## src/hw/rtl/coo_sparse_matvec_core_macros.svh

```systemverilog
// Assertion macros for the sparse matrix-vector core RTL.
`ifndef COO_SPARSE_MATVEC_CORE_MACROS_SVH
`define COO_SPARSE_MATVEC_CORE_MACROS_SVH

`ifndef NO_ASSERTIONS

// Same-cycle implication, checked outside of reset.
`define SMV_ASSERT_IMP(label, clk, rst_n, ante, cons) \
  label: assert property (@(posedge clk) disable iff (!rst_n) (ante) |-> (cons)) \
    else $error("assertion failed: same-cycle implication");

// Next-cycle implication, checked outside of reset.
`define SMV_ASSERT_NEXT(label, clk, rst_n, ante, cons) \
  label: assert property (@(posedge clk) disable iff (!rst_n) (ante) |=> (cons)) \
    else $error("assertion failed: next-cycle implication");

`else

`define SMV_ASSERT_IMP(label, clk, rst_n, ante, cons)
`define SMV_ASSERT_NEXT(label, clk, rst_n, ante, cons)

`endif

`endif

```

## src/hw/rtl/coo_smv_pkg.sv

```systemverilog
// Shared types and constants of the sparse matrix-vector core.
`timescale 1ns / 1ps
package coo_smv_pkg;

  // Fixed field widths.
  localparam int IDX_W  = 12;
  localparam int MODE_W = 2;
  localparam int ACC_W  = 48;

  // Default sizes for the top-level parameters.
  localparam int DEF_ROW_DEPTH    = 4096;
  localparam int DEF_COLUMN_DEPTH = 4096;
  localparam int DEF_VALUE_BITS   = 16;

  // Operation codes carried in the mode field.
  typedef enum logic [MODE_W-1:0] {
    MODE_LOAD = 2'd0,
    MODE_ACC  = 2'd1,
    MODE_READ = 2'd2,
    MODE_NOP  = 2'd3
  } smv_mode_t;

  // Control tag that travels with an item down the accumulate pipeline.
  typedef struct packed {
    logic valid;
    logic rd;
    logic row_ok;
  } smv_op_t;

endpackage

```

## src/hw/rtl/coo_smv_mac.sv

```systemverilog
// Multiply, forwarding and saturating accumulate stages of the sparse matrix-vector core.
`timescale 1ns / 1ps
module coo_smv_mac #(
  parameter int RA         = 12,
  parameter int VALUE_BITS = coo_smv_pkg::DEF_VALUE_BITS
) (
  input  logic                            clk,
  input  logic                            rst_n,
  input  logic                            adv,
  input  coo_smv_pkg::smv_op_t            s1_op,
  input  logic [RA-1:0]                   s1_addr,
  input  logic [coo_smv_pkg::IDX_W-1:0]   s1_index,
  input  logic signed [VALUE_BITS-1:0]    s1_value,
  input  logic signed [VALUE_BITS-1:0]    vec_rdata,
  input  logic [coo_smv_pkg::ACC_W:0]     acc_rdata,
  output logic                            acc_we,
  output logic [RA-1:0]                   acc_waddr,
  output logic [coo_smv_pkg::ACC_W:0]     acc_wdata,
  output logic                            res_valid,
  output logic [coo_smv_pkg::IDX_W-1:0]   res_index,
  output logic signed [coo_smv_pkg::ACC_W-1:0] res_sum,
  output logic                            res_flag
);
  import coo_smv_pkg::*;

  localparam int PROD_W = 2 * VALUE_BITS;
  localparam int SUM_W  = ((PROD_W > ACC_W) ? PROD_W : ACC_W) + 1;
  localparam logic signed [SUM_W-1:0] SAT_HI =
    {{(SUM_W-ACC_W+1){1'b0}}, {(ACC_W-1){1'b1}}};
  localparam logic signed [SUM_W-1:0] SAT_LO =
    {{(SUM_W-ACC_W+1){1'b1}}, {(ACC_W-1){1'b0}}};

  smv_op_t                   s2_op_r;
  logic [RA-1:0]             s2_addr_r;
  logic [IDX_W-1:0]          s2_index_r;
  logic [ACC_W:0]            s2_acc_r;
  logic signed [PROD_W-1:0]  s2_prod_r;

  logic                      wb_valid_r;
  logic [RA-1:0]             wb_addr_r;
  logic [ACC_W:0]            wb_data_r;

  logic [ACC_W:0]            acc_in;
  logic [ACC_W:0]            acc_cur;
  logic signed [ACC_W-1:0]   acc_val;
  logic                      flag_old;
  logic signed [SUM_W-1:0]   sum;
  logic signed [ACC_W-1:0]   acc_new;
  logic                      sat;

  // The write that lands on the read edge is missed by the RAM; take it from the last write.
  assign acc_in = (wb_valid_r && (wb_addr_r == s1_addr)) ? wb_data_r : acc_rdata;

  // Stage two control.
  always_ff @(posedge clk) begin
    if (!rst_n) begin
      s2_op_r <= '0;
    end else if (adv) begin
      s2_op_r <= s1_op;
    end
  end

  // Stage two payload: the registered product and the forwarded accumulator.
  always_ff @(posedge clk) begin
    if (adv) begin
      s2_addr_r  <= s1_addr;
      s2_index_r <= s1_index;
      s2_acc_r   <= acc_in;
      s2_prod_r  <= s1_value * vec_rdata;
    end
  end

  // A write by the item just ahead is newer than what stage two captured.
  assign acc_cur  = (wb_valid_r && (wb_addr_r == s2_addr_r)) ? wb_data_r : s2_acc_r;
  assign acc_val  = acc_cur[ACC_W-1:0];
  assign flag_old = acc_cur[ACC_W];
  assign sum      = SUM_W'(acc_val) + SUM_W'(s2_prod_r);

  // Clamp the exact sum to the accumulator range.
  always_comb begin
    priority if (sum > SAT_HI) begin
      acc_new = SAT_HI[ACC_W-1:0];
      sat     = 1'b1;
    end else if (sum < SAT_LO) begin
      acc_new = SAT_LO[ACC_W-1:0];
      sat     = 1'b1;
    end else begin
      acc_new = sum[ACC_W-1:0];
      sat     = 1'b0;
    end
  end

  // Write back: a read clears the row, an accumulate stores the new sum and sticky flag.
  assign acc_we    = adv && s2_op_r.valid && s2_op_r.row_ok;
  assign acc_waddr = s2_addr_r;
  assign acc_wdata = s2_op_r.rd ? '0 : {flag_old | sat, acc_new};

  // Most recent write, kept for forwarding.
  always_ff @(posedge clk) begin
    if (!rst_n) begin
      wb_valid_r <= 1'b0;
    end else if (acc_we) begin
      wb_valid_r <= 1'b1;
    end
  end

  always_ff @(posedge clk) begin
    if (acc_we) begin
      wb_addr_r <= acc_waddr;
      wb_data_r <= acc_wdata;
    end
  end

  // Row read result; a row beyond the store returns zero.
  assign res_valid = s2_op_r.valid && s2_op_r.rd;
  assign res_index = s2_index_r;
  assign res_sum   = s2_op_r.row_ok ? acc_val : '0;
  assign res_flag  = s2_op_r.row_ok && flag_old;

endmodule

```

## config.mk

```make
export PLATFORM = sky130hd
export DESIGN_NAME = coo_smv_mac
export DESIGN_NICKNAME = d
export VERILOG_FILES = /design/src/hw/rtl/coo_sparse_matvec_core_macros.svh /design/src/hw/rtl/coo_smv_pkg.sv /design/src/hw/rtl/coo_smv_mac.sv
export SDC_FILE = /design/constraint.sdc
export NUM_CORES = 1
export LEC_CHECK = 0
export ABC_AREA = 1
export BUFFER_PORTS_ARGS = -buffer_cell sky130_fd_sc_hd__buf_4
export CELL_PAD_IN_SITES_DETAIL_PLACEMENT = 1
export CELL_PAD_IN_SITES_GLOBAL_PLACEMENT = 2
export CORE_MARGIN = 4
export CORE_UTILIZATION = 39
export CTS_CLUSTER_SIZE = 28
export DETAILED_ROUTE_END_ITERATION = 8
export GPL_TIMING_DRIVEN = 0
export PLACE_DENSITY = 0.95
export SYNTH_ARGS = -nofsm -noshare
export SYNTH_HDL_FRONTEND = slang
export SYNTH_SLANG_ARGS = --single-unit
```

## constraint.sdc

```tcl
create_clock -name clk -period 9.7 [get_ports clk]
set_input_delay 0 -clock clk [delete_from_list [all_inputs] [get_ports clk]]
set_output_delay 0 -clock clk [all_outputs]
set_load 0.02 [all_outputs]
```

==> results.py <==
metrics = {
    "status": {
        "outcome": "finished clean",
    },
    "setup_path": {
        "worstPathRequired_ps": 9920,
        "end_kind": "register",
        "crit_path_max_fanout": 10,
        "worstPathArrival_ps": 6740,
        "critical_path_class": "in -> reg",
        "critPathLaunchType": "input port",
    },
    "logic_synthesis": {
        "synth_most_common_cell": "nand2_1",
        "synth_edf_count": 166,
        "synth_area_mm2": 0.0216,
        "ys_top_cells_by_area": "fa_1, edfxtp_1, nand2_1, inv_1, ha_1",
        "synth_common_cells": "nand2_1, inv_1, fa_1, edfxtp_1, nor2_1",
        "synth_top_area_share": 0.244,
        "ys_ff_latch": 170,
        "postSynthAreaPerCell_um2": 8.09,
        "synthFlopType": "edfxtp_1",
        "yosys.area.top_type": "fa_1",
        "synthArstFlopShare": 0,
        "synth_cell_types": 44,
        "synthCells": 2663,
        "ys_seq_area_frac": 0.235,
        "yosysWarnings": 0,
        "synth_fp_nets": 3171,
    },
    "cells_and_area": {
        "drive_gt1_frac": 0.122,
        "syn_to_final_growth_pct": 18.1,
        "num-nets-final": 3484,
    },
    "global_routing": {
        "grt_max_degree": 109,
        "grt.overflow.total": 0,
        "grt_first_pass_wirelength_um": 125000,
        "antenna_found_initial": 5,
        "grt_usage": 0.275,
        "grt_pass1_vias": 21467,
    },
    "die": {
        "die_w_um": 243,
        "dieArea_mm2": 0.0591,
        "num_rows": 85,
        "start_util": 0.397,
        "core-area_mm2": 0.0542,
        "die_h_um": 243,
        "io_pins": 235,
    },
    "timing": {
        "hold_slack_ps": 246,
        "slew_viol_final": 0,
        "slew_headroom": 0.402,
        "hold_viol_final": 0,
        "setup_tns_ps": 0,
        "max_slew.worst_pin.slew_ps": 897,
        "skew_ps": 16.4,
        "timing.final.crit_period_ps": 6510,
        "period_share": 0.672,
        "setup_slack_ps": 3190,
        "grt_setup_unrepaired": "no",
        "fmax_ghz": 0.154,
        "finalSetupViolCount": 0,
    },
    "place": {
        "port_buffers": 213,
        "dp_hpwl_um": 67700,
        "gp_congestion": 0.976,
        "place_ws_ps": 2840,
    },
    "route": {
        "ant_nets": 0,
        "wl_per_cell_um": 22.2,
        "dr.first_iter.drc_count": 1257,
        "viasPerCell": 5.28,
        "dr.pass1.iters": 5,
        "wl_um": 81800,
        "vias": 19469,
        "drcViolationCount": 0,
    },
    "clock_network": {
        "clock-root-buffer": "clkbuf_16",
        "cts_made_buffers": 17,
        "clkSinkCount": 170,
        "path_clk_slew_ps": 70,
        "htreeDepth": 4,
        "cts_setup_buffers": 0,
        "clk_latency_ps": 470,
        "cts_tree": "built",
        "clockBufferDepth": 2,
    },
    "flow_run": {
        "maxCapViolations": 0,
    },
    "hold_path": {
        "hold_path_class": "in -> reg",
    },
}
## worst max-delay path: stages
cell	delay, ps
clkbuf_1	540
clkbuf_1	740
nand2_1	190
fa_1	570
inv_1	60
fa_1	530
inv_1	50
fa_1	500
inv_1	60
fa_1	530
inv_1	50
fa_1	470
inv_1	50
fa_1	440
ha_1	360
nand2_1	90
inv_1	90
nand2_1	80
nor3_1	490
nand4_1	170
nand3_1	260
a21o_1	180
nand3_1	90
nand3_1	90
nand2_1	60
## layer usage
metal,up-vias,share of wire,GRT usage
li1,8834,-,-
met1,9781,0.43,0.362
met2,720,0.47,0.460
met3,126,0.071,0.0536
met4,8,0.027,0.0793
met5,-,0.0016,0.0106
## state kept, by name, summed over array words and instances (netlist names)
register    cells
s2_prod_r      32
s2_op_r         3
wb_addr_r      12
wb_valid_r      1
acc_waddr      12
s2_acc_r       49
res_index      12
wb_data_r      49
## through the flow
step / cells / utilization / instance area (um2)
finish: 3686 / 0.469 / 25500
global route: 3686 / 0.469 / 25500
floorplan: 2663 / - / 21600
CTS: 3683 / 0.469 / 25400
detailed placement: 3573 / 0.443 / 24000
global placement: 3572 / 0.443 / 24000
## placed cells by master (no fill, tap or decap), types with 54 or more instances in the layout
master / instances
ha_1: 134
clkbuf_1: 72
a21oi_1: 134
dlygate4sd3_1: 79
fa_1: 263
nand2_1: 626
inv_1: 604
nand3_1: 54
buf_4: 214
nor2_1: 163
edfxtp_1: 166
o21ai_0: 86
## cells by family after synthesis
family | count (synthesis) | share of synthesized area
DFF | 170 | 0.235
and+or+nand+nor | 935 | 0.179
xor gates and xnor gates | 81 | 0.0329
buffers and inverters | 715 | 0.129
AOI/OAI and AO/OA | 365 | 0.102
adders and majority gates | 397 | 0.322
## worst paths after layout
path	cells past startpoint	slack [ps]	to	startpoint
hold reg to reg	0	530	wb_addr_r[4]$_DFFE_PP_	acc_waddr[4]$_DFFE_PP_
setup / recovery	25	3190	s2_prod_r[29]$_DFFE_PP_	vec_rdata[3]
hold / removal	3	250	s2_prod_r[0]$_DFFE_PP_	vec_rdata[0]
setup reg to reg	21	4180	wb_data_r[4]$_DFFE_PP_	acc_waddr[9]$_DFFE_PP_
## what timing repair did
action                                 in CTS  in global routing
gates resized for setup                     0                  0
endpoints found under the hold margin      77                 12
hold buffers                               78                  1
## final cells by class
class,count,area [um2]
Buffer,92,439
Timing Repair Buffer,294,2440
Clock buffer,17,425
Sequential cell,170,5060
Inverter,623,2340
Multi-Input combinational cell,1778,13700
Fill cell,6588,28800
Tap cell,696,871
Antenna cell,1,2.50
Clock inverter,15,160
Power is left out: the tool's default activity adds up to more than one toggle a clock period on the data nets, which glitch-free logic cannot reach.
